<file path="config.mk">
export PLATFORM = sky130hd
export DESIGN_NAME = nes_cheat_code_decoder
export DESIGN_NICKNAME = d
export VERILOG_FILES = /design/src/rtl/core/nccd_pkg.sv /design/src/rtl/core/nccd_decode.sv /design/src/rtl/core/nes_cheat_code_decoder.sv
export VERILOG_INCLUDE_DIRS = /design/src /design/src/rtl/core
export SDC_FILE = /design/constraint.sdc
export NUM_CORES = 1
export LEC_CHECK = 0
export BUFFER_PORTS_ARGS = -buffer_cell sky130_fd_sc_hd__buf_4
export CAP_MARGIN = 25
export CELL_PAD_IN_SITES_DETAIL_PLACEMENT = 1
export CELL_PAD_IN_SITES_GLOBAL_PLACEMENT = 1
export CORE_UTILIZATION = 50
export CTS_BUF_LIST = sky130_fd_sc_hd__clkbuf_8
export DETAILED_ROUTE_END_ITERATION = 12
export HOLD_SLACK_MARGIN = 0.03
export PLACE_DENSITY = 0.91
export SETUP_SLACK_MARGIN = 0.2
export SLEW_MARGIN = 25
export SYNTH_ARGS = -nofsm -noshare
export SYNTH_HDL_FRONTEND = slang
export SYNTH_SLANG_ARGS = --single-unit
</file>
<file path="constraint.sdc">
create_clock -name clk -period 6.1 [get_ports clk]
set_clock_uncertainty 0.15 [all_clocks]
set_input_delay 1.525 -clock clk [delete_from_list [all_inputs] [get_ports clk]]
set_output_delay 1.525 -clock clk [all_outputs]
set_load 0.01 [all_outputs]
</file>
<file path="src/rtl/core/assert_macros.svh">
// ---------------------------------------------------------------------------
// assert_macros.svh
// Concurrent assertion helpers. Every check is clocked on clk and is
// disabled while rst is high.
// ---------------------------------------------------------------------------
`ifndef ASSERT_MACROS_SVH
`define ASSERT_MACROS_SVH

// Same-cycle implication
`define ASSERT_NOW(label, ante, cons) \
  label: assert property (@(posedge clk) disable iff (rst) (ante) |-> (cons)) \
    else $error("assertion failed (same cycle)");

// Next-cycle implication
`define ASSERT_NEXT(label, ante, cons) \
  label: assert property (@(posedge clk) disable iff (rst) (ante) |=> (cons)) \
    else $error("assertion failed (next cycle)");

`endif

</file>
<file path="src/rtl/core/nccd_pkg.sv">
// ---------------------------------------------------------------------------
// nccd_pkg
// Types, mode codes and bit tables shared by the cheat code decoder.
// ---------------------------------------------------------------------------
package nccd_pkg;

  // Mode codes
  localparam logic [1:0] MODE_SIX       = 2'd0;
  localparam logic [1:0] MODE_EIGHT     = 2'd1;
  localparam logic [1:0] MODE_KEYED     = 2'd2;
  localparam logic [1:0] MODE_KEYED_ALT = 2'd3;  // unused code, decodes as keyed

  // Request and response payloads
  typedef struct packed {
    logic [1:0]  mode;
    logic [31:0] code_word;
  } req_t;

  typedef struct packed {
    logic [15:0] address;
    logic [7:0]  value;
    logic        has_compare;
    logic [7:0]  compare;
  } rsp_t;

  // Letter-code gather tables, first entry lands in the MSB
  localparam logic [4:0] ADDR_PICK [15] = '{
    5'd14, 5'd13, 5'd12, 5'd19, 5'd22, 5'd21, 5'd20, 5'd7,
    5'd10, 5'd9,  5'd8,  5'd15, 5'd18, 5'd17, 5'd16
  };
  localparam logic [4:0] VAL_PICK [8] = '{
    5'd3, 5'd6, 5'd5, 5'd4, 5'd23, 5'd2, 5'd1, 5'd0
  };
  localparam logic [4:0] CMP_PICK [8] = '{
    5'd27, 5'd30, 5'd29, 5'd28, 5'd23, 5'd26, 5'd25, 5'd24
  };
  // Eight-letter codes take value bit 3 from here instead
  localparam logic [4:0] VAL_BIT3_EIGHT = 5'd31;

  // Keyed code constants
  localparam logic [31:0] KEY_SEED  = 32'h7E5E_E93A;
  localparam logic [31:0] KEY_STEP  = 32'h5C18_4B91;
  localparam logic [14:0] ADDR_MASK = 15'h7FFF;

  localparam logic [4:0] SCATTER [31] = '{
    5'd3,  5'd13, 5'd14, 5'd1,  5'd6,  5'd9,  5'd5,  5'd0,
    5'd12, 5'd7,  5'd2,  5'd8,  5'd10, 5'd11, 5'd4,
    5'd19, 5'd21, 5'd23, 5'd22, 5'd20, 5'd17, 5'd16, 5'd18,
    5'd29, 5'd31, 5'd24, 5'd26, 5'd25, 5'd30, 5'd27, 5'd28
  };

  typedef logic [31:0][30:0] kmat_t;

  // Bit-serial key schedule; used only at elaboration
  function automatic logic [31:0] key_loop(input logic [30:0] data);
    logic [31:0] key;
    logic [31:0] acc;
    logic [30:0] d;
    key = KEY_SEED;
    acc = '0;
    d   = data;
    for (int i = 30; i >= 0; i--) begin
      if (key[30] ^ d[30]) begin
        acc[SCATTER[i]] = 1'b1;
        key = key ^ KEY_STEP;
      end
      d   = {d[29:0], 1'b0};
      key = {key[30:0], 1'b0};
    end
    return acc;
  endfunction

  // The schedule is affine over GF(2): out = M * data ^ base.
  // Each column of M is the response to one data bit.
  function automatic kmat_t key_matrix();
    kmat_t       m;
    logic [30:0] unit;
    logic [31:0] col;
    logic [31:0] base;
    base = key_loop('0);
    for (int k = 0; k < 31; k++) begin
      unit    = '0;
      unit[k] = 1'b1;
      col     = key_loop(unit) ^ base;
      for (int j = 0; j < 32; j++) begin
        m[j][k] = col[j];
      end
    end
    return m;
  endfunction

  localparam logic [31:0] KEY_BASE   = key_loop('0);
  localparam kmat_t       KEY_MATRIX = key_matrix();

endpackage

</file>
<file path="src/rtl/core/nccd_decode.sv">
// ---------------------------------------------------------------------------
// nccd_decode
// Combinational decode of one cheat code request into a patch response.
// ---------------------------------------------------------------------------
module nccd_decode (
  input  nccd_pkg::req_t req,
  output nccd_pkg::rsp_t rsp
);
  import nccd_pkg::*;

  logic [14:0] ltr_addr;
  logic [7:0]  ltr_val;
  logic [7:0]  ltr_cmp;
  logic        is_eight;
  logic [30:0] kd;
  logic [31:0] kacc;

  // Letter codes: fixed bit gathers
  always_comb begin
    is_eight = (req.mode == MODE_EIGHT);
    for (int i = 0; i < 15; i++) begin
      ltr_addr[14 - i] = req.code_word[ADDR_PICK[i]];
    end
    for (int i = 0; i < 8; i++) begin
      ltr_val[7 - i] = req.code_word[VAL_PICK[i]];
      ltr_cmp[7 - i] = req.code_word[CMP_PICK[i]];
    end
    if (is_eight) begin
      ltr_val[3] = req.code_word[VAL_BIT3_EIGHT];
    end
  end

  // Keyed code: bit 0 dropped, key schedule folded into parity trees
  assign kd = req.code_word[31:1];

  always_comb begin
    for (int j = 0; j < 32; j++) begin
      kacc[j] = (^(kd & KEY_MATRIX[j])) ^ KEY_BASE[j];
    end
  end

  // Output select
  always_comb begin
    unique case (req.mode)
      MODE_SIX: begin
        rsp.address     = {1'b1, ltr_addr};
        rsp.value       = ltr_val;
        rsp.has_compare = 1'b0;
        rsp.compare     = '0;
      end
      MODE_EIGHT: begin
        rsp.address     = {1'b1, ltr_addr};
        rsp.value       = ltr_val;
        rsp.has_compare = 1'b1;
        rsp.compare     = ltr_cmp;
      end
      MODE_KEYED, MODE_KEYED_ALT: begin
        rsp.address     = {1'b1, kacc[14:0] & ADDR_MASK};
        rsp.value       = kacc[31:24];
        rsp.has_compare = 1'b1;
        rsp.compare     = kacc[23:16];
      end
    endcase
  end

endmodule

</file>
<file path="src/rtl/core/nes_cheat_code_decoder.sv">
// ---------------------------------------------------------------------------
// nes_cheat_code_decoder
// Cheat code decoder: letter and keyed codes to address, value and compare.
// ---------------------------------------------------------------------------
// Usage:
//   Request channel (req_valid / req_ready / req) carries a mode and a 32-bit
//   packed code word. Response channel (rsp_valid / rsp_ready / rsp) returns
//   exactly one patch per request, in request order.
//   Path: a request accepted goes into the input register, is decoded, and
//   is then registered into the response register before it shows on rsp.
//   Throughput: one request per cycle while not stalled; the input register
//   feeds one pass of gather and parity-tree logic to the response register.
//   Stall: when rsp_ready is low, the response register holds; the input
//   register still takes one more request, then req_ready drops until the
//   response is taken. ready paths are combinational from rsp_ready.
//   Reset: synchronous rst clears both valid flags and holds req_ready low;
//   data registers are not reset; requests are taken as soon as rst is low.
// ---------------------------------------------------------------------------
`include "assert_macros.svh"

module nes_cheat_code_decoder (
  input  logic           clk,
  input  logic           rst,
  input  logic           req_valid,
  output logic           req_ready,
  input  nccd_pkg::req_t req,
  output logic           rsp_valid,
  input  logic           rsp_ready,
  output nccd_pkg::rsp_t rsp
);
  import nccd_pkg::*;

  logic s1_valid;
  req_t s1;
  rsp_t dec;
  logic adv;

  // Handshake
  assign adv       = !rsp_valid || rsp_ready;
  assign req_ready = !rst && (!s1_valid || adv);

  // Valid flags
  always_ff @(posedge clk) begin
    if (rst) begin
      s1_valid  <= 1'b0;
      rsp_valid <= 1'b0;
    end else begin
      if (req_ready) s1_valid <= req_valid;
      if (adv)       rsp_valid <= s1_valid;
    end
  end

  // Input register
  always_ff @(posedge clk) begin
    if (req_valid && req_ready) s1 <= req;
  end

  nccd_decode u_decode (
    .req (s1),
    .rsp (dec)
  );

  // Response register
  always_ff @(posedge clk) begin
    if (adv && s1_valid) rsp <= dec;
  end

  // Checks
  `ASSERT_NOW(a_addr_high, rsp_valid, rsp.address[15])
  `ASSERT_NOW(a_no_cmp_zero, rsp_valid && !rsp.has_compare, rsp.compare == 8'd0)
  `ASSERT_NEXT(a_req_lands, req_valid && req_ready, s1_valid)
  `ASSERT_NEXT(a_rsp_holds, rsp_valid && !rsp_ready, rsp_valid && $stable(rsp))

endmodule
</file>
After elaboration in Yosys (flattened, before gate mapping)
Index checks and enable logic that the tools add are counted.
Operators by class
  muxes and demuxes: 2
  eq/ne operators: 3
  reductions and logical operators: 41
  bitwise operators: 19
Operator list (count)
  31-bit XOR reduction: 31
  33-bit one-hot mux with 3 select lines: 1
  1-bit inverter: 19
  2-bit == test (second input constant): 2
  1-bit logical AND: 3
  1-bit logical NOT: 3
  2-bit by 1-bit == test with 1-bit output (second input constant): 1
  2-bit logical NOT: 1
  1-bit logical OR: 2
  2-bit OR reduction: 1
  1-bit two-way mux: 1
Word-level totals
  input bits: 38
  flip-flop bits (word level): 69
  word-level logic and storage cells: 73
  output and inout port bits: 35

Depth between registers and ports, before layout
Gate-level depths: netlist of the first run.
  word-level depth: 5
  depth in mapped cells: 6
  mapped depth without buffers: 5

Hierarchy
A second synthesis of the first run with hierarchy kept.
Unflattened totals
  cell total of the unflattened synthesis: 267
  area, all modules: 3654.8 um^2
Modules (own cells, without submodules)
  nes_cheat_code_decoder: sequential area each 2052.0 um^2, area each 2105.8 um^2, cells each 78, times used 1
  nccd_decode: sequential area each 0.0 um^2, area each 1549.0 um^2, cells each 189, times used 1

Worst setup path after synthesis of the first run
OpenSTA, ideal clock, no wires.
  path type: input to register
  from: input rsp_ready
  to: register rsp[0] (netlist bit) (enable)
  arrival: 3.044 ns
  data required time: 5.525 ns
  library setup time: 0.425 ns
  stages: 2
  setup slack: 2.482 ns
  buffers on the path: 0
  cell sequence: nor2b_1 -> nor2b_1
Between the ends
  longest elaborated chain between the ends: 2
Ends and longest elaborated chain
  start: declaration: line nes_cheat_code_decoder.sv:28  | input logic rsp_ready,
  1-bit logical OR: line nes_cheat_code_decoder.sv:39  | assign adv = !rsp_valid || rsp_ready;
  1-bit logical AND: line nes_cheat_code_decoder.sv:65  | if (adv && s1_valid) rsp <= dec;
  end signal: assignment: line nes_cheat_code_decoder.sv:65
  end: declaration: line nes_cheat_code_decoder.sv:29  | output nccd_pkg::rsp_t rsp
No other way between the ends.
A chain may end at the register's enable or synchronous reset.

Worst setup path after layout of the first run
  from: input rsp_ready
  to: output req_ready
Between the ends
  longest elaborated chain between the ends: 3
Ends and longest elaborated chain
  1-bit logical OR: line nes_cheat_code_decoder.sv:39
  1-bit logical OR: line nes_cheat_code_decoder.sv:40  | assign req_ready = !rst && (!s1_valid || adv);
  1-bit logical AND: line nes_cheat_code_decoder.sv:40
  end: declaration: line nes_cheat_code_decoder.sv:25  | output logic req_ready,
No other way between the ends.

==> results.yml, run 1 <==
clock_tree:
  cts_root_buf: "clkbuf_8"
  postCtsSetupRepairBufs: 0
  path_clk_slew_ns: 0.07
  cts_hold_buf: 0
  cts_buffer_depth: 2
  cts-resized-gates: 0
  cts_tree: "yes"
  cts_htree_levels: 3
  cts_sinks: 68
  clkLatencyLatePin_ns: 0.34
  cts_made_buffers: 9
die:
  start_util_pct: 52.8
  die-area_sq_um: 7680
  fp-row-count: 30
  die_y_um: 87.7
  coreArea_sq_um: 6940
  io_pins: 73
  die-width_um: 87.7
grt:
  grt_first_pass_wirelength_mm: 11.9
  grt_start_max_net_pins: 44
  antenna_found_initial: 0
  grt.overflow.total: 0
  track_usage_pct: 22.2
  grt_pass1_vias: 2294
run_status:
  outcome: "finished clean"
worst_setup_path:
  crit_top_cell: "buf_4"
  r2r_end: "rsp[30]"
  path_max_fanout: 4
  critPathRequiredTime_ns: 4.43
  cp_slowest_stage_delay_ns: 0.25
  r2r_slack_ns: 3.85
  cp.arrival_ns: 2.18
  crit_chain: "buf_4 -> nor2b_1 -> a21oi_1 -> buf_4"
  worst_setup_path_start_kind: "input pin"
  path_buf_inv: 2
  cpLargestDelayFamily: "buffers and inverters"
  critPathCaptureType: "primary output"
  r2r_start: "s1[28]"
  path_class: "input pin to primary output"
  reg2reg_depth: 5
  critPathSlowestCell: "nor2b_1"
sta:
  max_freq_ghz: 0.260
  post-route-min-period_ns: 3.85
  max_slew_margin_pct: 62.0
  worstMarginPinSlew_ns: 0.568
  setup_ws_ns: 2.25
  rsz0062_at_grt: "no"
  hold_violations: 0
  finalSetupViolations: 0
  setup-tns-final_ns: 0
  fin_crit_sh_pct: 63.1
  drv_slew: 0
placement:
  dpl_cell_area_sq_um: 4230
  dp_hpwl_mm: 5.67
  portBuffers: 71
  place.gp.congestion: 0.916
  dpl_worst_slack_ns: 2.24
routing:
  drt.antenna.violating_nets: 0
  wl_met2_mm: 4.14
  via_count: 2122
  m1WireLength_mm: 3.30
  drt-vias-per-instance: 4.92
  met3_length_um: 280
  dr.pass1.iters: 4
  drt_iter0_drc: 73
  drc: 0
  wl_mm: 7.82
  wl_per_cell_um: 18.1
  top_layer: "met4"
min_path:
  hold_start: "s1_valid"
  holdPathEnd: "rsp_valid"
  holdPathStages: 2
  min_path_type: "register to register"
run:
  maxCapViolations: 0
power_and_ir_drop:
  p_leak_nw: 1.65
  cellPowerDensity_nw_per_um2: 256
  ir_drop_v: 0.000143
finish:
  fin_util_pct: 63.2
  nNetsFinal: 368
  fin_area_sq_um: 4390
  final_cell_mix: "82 x xnor2_1, 74 x buf_4, 66 x edfxtp_1"
  drive_above_1_share_pct: 31.6
  diodes: 0
  final_common_cell: "xnor2_1"
  fill_cells: 679
  syn_to_final_growth_pct: 19.6
synthesis:
  synth_area_leader_cell: "edfxtp_1"
  synth_top_area_share_pct: 54.0
  ys_ff_latch: 68
  seq_area_frac_synth_pct: 55.1
  synth.net_count: 305
  yosysUniqueCellTypes: 26
  yosysWarnings: 0
  synth_area_sq_um: 3670
  synth_area_leaders: "edfxtp_1 54%, xnor2_1 20%, xor2_1 5.0%"
  synth_area_per_cell_sq_um: 13.7
  syn_inst: 267
-- worst register-to-register path, cell delays in order, from the launching register on --
cell      delay, ns
edfxtp_1       0.62
xnor2_4        0.33
xnor3_1        0.51
xor2_1         0.16
nand2_1        0.08
xnor2_1        0.15
-- Yosys cell counts, drive strengths merged --
cell,n
o21ai,1
o22ai,3
a22o,5
dfxtp,2
and2,1
xnor2,90
nand2,10
inv,4
nor2,10
a21oi,12
nor2b,3
edfxtp,66
mux2,7
clkbuf,6
buf,16
or2,1
xor2,22
conb,1
mux2i,2
xnor3,5
-- flip-flops by register name, indices dropped and copies added (netlist names) --
| register | cells |
|---|---|
| rsp_valid | 1 |
| s1_valid | 1 |
| s1 | 34 |
| rsp | 32 |
-- report_power, final --
group / internal [mW] / total [mW] / leakage [nW] / switching, mW
logic: 0.132 / 0.239 / 0.931 / 0.107
clock network: 0.141 / 0.307 / 0.0850 / 0.165
registers: 0.550 / 0.576 / 0.635 / 0.0260
total: 0.823 / 1.12 / 1.65 / 0.298
-- routing by layer --
layer	vias to the layer above	track usage (%)
met1	1033	26.7
met2	59	39.7
met4	0	7.00
met3	10	5.00
met5	-	0
li1	1020	-
-- area by class of cell --
class | count | area (sq um) | share of cell area (%)
multi-input combinational | 173 | 1520 | 34.5
clock buffer | 9 | 124 | 2.82
sequential | 68 | 2020 | 46.1
tap | 96 | 120 | 2.74
timing repair buffer | 74 | 556 | 12.7
clock inverter | 7 | 36.3 | 0.827
inverter | 4 | 15.0 | 0.342
-- through the flow --
step / std cells / hold slack [ns] / power (mW)
after floorplan: 267 / 0.328 / 0.751
after global placement: 415 / 0.346 / 0.814
after detailed placement: 415 / 0.368 / 0.827
after CTS: 431 / 0.383 / 1.13
after global routing: 431 / 0.407 / 1.17
final: 431 / 0.380 / 1.12
-- worst max path at each step --
stage               startpoint        end  slack [ns]  cells after the start
floorplan            rsp_ready     rsp[0]        2.48                      2
global placement     rsp_ready  req_ready        2.29                      4
detailed placement   rsp_ready  req_ready        2.24                      4
CTS                  rsp_ready  req_ready        2.24                      4
global route         rsp_ready  req_ready        2.22                      4
finish               rsp_ready  req_ready        2.25                      4
-- logic make-up (layout without fill, tap and decap cells) --
| family | count (synthesis) | count (layout) | synth area share (%) |
|---|---|---|---|
| muxes | 9 | 9 | 2.80 |
| DFF | 68 | 68 | 55.1 |
| buffers and inverters | 26 | 94 | 3.62 |
| and+or+nand+nor | 25 | 25 | 2.90 |
| AOI/OAI and AO/OA | 21 | 21 | 3.48 |
| xor gates and xnor gates | 117 | 117 | 32.0 |
| other | 1 | 1 | 0.102 |
Power figures use the tool's default switching activity.
==> run 2, diff against run 1 <==
Settings changed: CORE_UTILIZATION 50 to 46, PLACE_DENSITY 0.91 to 0.85.
Clock period 6.1 ns to 3.6 ns, I/O delays scaled along.
==> run 2 against run 1 <==
Register-to-register slack worse by 2.5 ns. Via count hardly changed. Clock power is 73% higher. Worst hold slack worse by 0.012 ns. Combinational power is 67% higher. Count of clock-buffer cells in the layout stayed put. Die area is 8.5% higher. Routed wire length is 5.2% lower. Non-clock buffer count is 1 higher. Sequential share of layout area is 0.24 points lower. Core utilization is 6.1 points lower. Global-route usage is 3.0 points lower. Critical path type unchanged. Largest power group unchanged.
==> results.yml, run 2 (synthesis gave the netlist of run 1 again) <==
finish:
  largest_reg_flops: 34
  largest-register: "s1"
  diodes: 0
  final_cell_mix: "82 x xnor2_1, 75 x buf_4, 66 x edfxtp_1"
  final_common_cell: "xnor2_1"
  register_area_sq_um: 2020
  syn_to_final_growth_pct: 20.3
  multi_input_area_sq_um: 1520
  fill_cells: 771
  largestRegisters: "s1 (34), rsp (32)"
  drive_above_1_share_pct: 32.7
  nNetsFinal: 369
worst_setup_path:
  r2r_slack_ns: 1.39
  reg2reg_depth: 5
  critPathSlowestCell: "nor2b_1"
  crit_chain: "buf_4 -> nor2b_1 -> a21oi_1 -> buf_4"
  critPathCaptureType: "primary output"
  path_max_fanout: 4
  r2r_end: "rsp[30]"
  crit_top_cell: "buf_4"
  cp.arrival_ns: 1.54
  cp_slowest_stage_delay_ns: 0.24
  path_class: "input pin to primary output"
  crit_end: "req_ready"
  crit_start: "rsp_ready"
  worst_setup_path_start_kind: "input pin"
  r2r_start: "s1[28]"
  critPathRequiredTime_ns: 2.55
die:
  start_util_pct: 47.5
  die-width_um: 91.3
  die-area_sq_um: 8340
  fp-row-count: 32
  io_pins: 73
  coreArea_sq_um: 7730
  die_y_um: 91.3
clock_tree:
  clkLatencyLatePin_ns: 0.35
  cts_made_buffers: 9
  cts-resized-gates: 0
  cts_buffer_depth: 2
  cts_hold_buf: 0
  cts_sinks: 68
  cts_htree_levels: 3
  postCtsSetupRepairBufs: 0
  cts_tree: "yes"
  cts_root_buf: "clkbuf_8"
  path_clk_slew_ns: 0.07
routing:
  drt.antenna.violating_nets: 0
  drt-vias-per-instance: 4.84
  wl_per_cell_um: 16.9
  drc: 0
  dr.pass1.iters: 4
  via_count: 2121
  wl_mm: 7.41
  drt_iter0_drc: 52
grt:
  antenna_found_initial: 0
  grt_pass1_vias: 2226
  grt_first_pass_wirelength_mm: 11.6
  grt.overflow.total: 0
  grt_start_max_net_pins: 35
  track_usage_pct: 19.2
power_and_ir_drop:
  p_leak_nw: 1.66
  cellPowerDensity_nw_per_um2: 432
  ir_drop_v: 0.000329
sta:
  hold_violations: 0
  setup_ws_ns: 1.01
  worstMarginPinSlew_ns: 0.607
  max_slew_margin_pct: 59.4
  fin_crit_sh_pct: 71.9
  setup-tns-final_ns: 0
  drv_slew: 0
  rsz0062_at_grt: "no"
  max_freq_ghz: 0.386
  finalSetupViolations: 0
  post-route-min-period_ns: 2.59
placement:
  dp_hpwl_mm: 5.59
  place.gp.congestion: 0.859
  portBuffers: 71
  dpl_worst_slack_ns: 1.02
min_path:
  min_path_type: "register to register"
run_status:
  outcome: "finished clean"
run:
  maxCapViolations: 0
[run 2: changes by cell type in the layout (fill, tap and decap cells not counted), sizes merged]
cell,previous run,this run
buf,74,75
clkinv,3,5
inv,6,4
[run 2: layout make-up]
cell class / instances / share of cell area, %
Tap cell: 102 / 2.89
Multi-Input combinational cell: 173 / 34.4
Inverter: 4 / 0.340
Clock buffer: 9 / 2.81
Sequential cell: 68 / 45.8
Timing Repair Buffer: 75 / 12.8
Clock inverter: 7 / 0.993
[run 2: metal layers]
layer	global-route usage [%]	share of wire, %
met5	0	0
met4	6.88	1.4
met3	4.36	4.1
met2	33.5	52
met1	23.2	43
[run 2: critical path, delay by kind of cell]
family	cells	cell delay, ns
AOI/OAI and AO/OA	1	0.13
buffers and inverters	2	0.27
and+or+nand+nor	1	0.24
[run 2: worst min path at each step]
| stage | startpoint | to | slack, ns | cells past startpoint |
|---|---|---|---|---|
| after global placement | s1_valid | rsp_valid | 0.35 | 2 |
| after detailed placement | s1_valid | rsp_valid | 0.36 | 2 |
| final | s1_valid | rsp_valid | 0.37 | 2 |
| after global routing | s1_valid | rsp_valid | 0.43 | 2 |
| after floorplan | s1_valid | rsp_valid | 0.33 | 2 |
| after CTS | s1_valid | rsp_valid | 0.37 | 2 |
[run 2: metrics by stage]
| stage | hold slack [ns] | total power [mW] | instance area, sq um | std cells | util, % |
|---|---|---|---|---|---|
| final | 0.369 | 1.91 | 4410 | 438 | 57.1 |
| after global routing | 0.427 | 1.99 | 4410 | 438 | 57.1 |
| after CTS | 0.374 | 1.93 | 4410 | 438 | 57.1 |
| after detailed placement | 0.362 | 1.40 | 4240 | 422 | 54.9 |
| after global placement | 0.348 | 1.38 | 4240 | 422 | 54.9 |
| after floorplan | 0.328 | 1.27 | 3670 | 267 | - |
[run 2: power breakdown]
group | internal (mW) | total, mW | switching, mW
logic | 0.224 | 0.400 | 0.176
clock network | 0.245 | 0.532 | 0.287
registers | 0.932 | 0.976 | 0.0445
total | 1.40 | 1.91 | 0.507
==> run 3, diff against run 2 <==
Clock period 3.6 ns to 2.44 ns, I/O delays scaled along.
==> run 3 against run 2 <==
Via count shrank 1.2%. Combinational power is 50% higher. Core utilization up 1.3 points. Critical path type is now register to register. Count of clock-buffer cells in the layout increased by 3. Cell count up 0.68%. Die area did not move. Sequential cell count stayed put. Routed wire length rose by 3.6%. Sequential power increased by 48%. Sequential share of layout area down 1.0 points. Non-clock buffer count up 3. Critical endpoint is now rsp[30]. Clock power rose by 100%.
==> results.yml, run 3 (synthesis gave the netlist of run 1 again) <==
run_status:
  outcome: "finished clean"
run:
  maxCapViolations: 0
routing:
  wl_mm: 7.67
  wl_per_cell_um: 17.4
  drt_iter0_drc: 80
  drt-vias-per-instance: 4.75
  drt.antenna.violating_nets: 0
  via_count: 2095
  dr.pass1.iters: 4
  drc: 0
sta:
  rsz0062_at_grt: "no"
  fin_crit_sh_pct: 89.5
  setup-tns-final_ns: 0
  drv_slew: 0
  finalSetupViolations: 0
  hold_violations: 0
  worstMarginPinSlew_ns: 0.781
  post-route-min-period_ns: 2.18
  max_freq_ghz: 0.458
  max_slew_margin_pct: 47.9
  holdWs_ns: 0.276
clock_tree:
  cts_htree_levels: 3
  cts_sinks: 68
  clkLatencyLatePin_ns: 0.35
  cts_root_buf: "clkbuf_8"
  cts_buffer_depth: 2
  cts_hold_buf: 0
  path_clk_slew_ns: 0.08
  cts_made_buffers: 9
  cts_tree: "yes"
grt:
  grt_pass1_vias: 2234
  track_usage_pct: 20.3
  antenna_found_initial: 0
  grt_start_max_net_pins: 35
  grt.overflow.total: 0
  grt_first_pass_wirelength_mm: 12.1
finish:
  instances_no_fill: 441
  multi_input_area_sq_um: 1530
  final_common_cell: "xnor2_1"
  nNetsFinal: 372
  fill_cells: 780
  largest_reg_flops: 34
  syn_to_final_growth_pct: 23.0
  largest-register: "s1"
  diodes: 0
  largestRegisters: "s1 (34), rsp (32)"
  register_area_sq_um: 2020
  drive_above_1_share_pct: 33.6
  final_cell_mix: "81 x xnor2_1, 78 x buf_4, 66 x edfxtp_1"
power_and_ir_drop:
  ir_drop_v: 0.000453
  p_leak_nw: 1.71
  cellPowerDensity_nw_per_um2: 691
worst_setup_path:
  crit_start: "s1[21]"
  critPathSlowestCell: "edfxtp_1"
  r2r_start: "s1[21]"
  cp_slowest_stage_delay_ns: 0.59
  worst_setup_path_start_kind: "register"
  critPathRequiredTime_ns: 2.39
  crit_chain: "xnor2_4 -> xnor3_1 -> xor2_1 -> nand2_1 -> xnor2_1"
  critPathCaptureType: "register"
  cp.arrival_ns: 2.14
  r2r_end: "rsp[30]"
  path_class: "register to register"
  reg2reg_depth: 5
  path_max_fanout: 4
  r2r_slack_ns: 0.26
placement:
  place.gp.congestion: 0.855
  dp_hpwl_mm: 5.56
  portBuffers: 71
  dpl.cell_count: 423
die:
  coreArea_sq_um: 7730
  fp-row-count: 32
  die-area_sq_um: 8340
  io_pins: 73
  start_util_pct: 47.5
  die_y_um: 91.3
  die-width_um: 91.3
min_path:
  min_path_type: "input pin to register"
  hold_start: "rst"
  holdPathEnd: "rsp_valid"
  holdPathStages: 2
[run 3: what timing repair did]
| item | in CTS | in global routing |
|---|---|---|
| gates resized for setup | 0 | 1 |
| buffers inserted | 0 | 2 |
| endpoints found under the setup margin | 0 | 2 |
[run 3: per-stage QoR]
| stage | setup slack [ns] | util [%] | cell area, sq um | total power [mW] |
|---|---|---|---|---|
| floorplan | 0.345 | - | 3670 | 1.88 |
| detailed placement | 0.227 | 55.0 | 4250 | 2.06 |
| finish | 0.257 | 58.4 | 4510 | 3.12 |
| global route | 0.202 | 58.4 | 4510 | 3.24 |
| global placement | 0.265 | 55.0 | 4250 | 2.04 |
| CTS | 0.217 | 58.1 | 4490 | 3.14 |
[run 3: worst max path at each step]
stage	end	slack, ns
after floorplan	rsp[0]	0.34
after global placement	rsp[30]	0.26
after detailed placement	s1[0]	0.23
after CTS	rsp[18]	0.22
after global routing	rsp[22]	0.20
final	rsp[30]	0.26
[run 3: worst max-delay path: cells and delay by family, from the launching register on]
kind / cells / cell delay, ns
xor gates and xnor gates: 4 / 1.10
DFF: 1 / 0.59
and+or+nand+nor: 1 / 0.11
[run 3: report_power, final]
part	switching [mW]	internal, mW	leakage [nW]
logic	0.267	0.335	0.956
registers	0.0620	1.37	0.635
clock network	0.422	0.656	0.120
total	0.751	2.37	1.71
[run 3: layer usage]
layer | global-route usage (%) | routed length (um) | part of all wire, %
met5 | 0 | 0 | 0
met4 | 8.73 | 146 | 1.9
met2 | 35.7 | 4040 | 53
met1 | 24.4 | 3250 | 42
met3 | 3.43 | 235 | 3.1
[run 3: final cells by class]
cell class              instances  share of cell area [%]
clock inverters                 4                    1.58
inverters                       4                   0.333
clock buffers                  12                    3.66
multi-input cells             173                    33.8
well taps                     102                    2.83
repair buffers                 78                    13.0
flip-flops and latches         68                    44.8
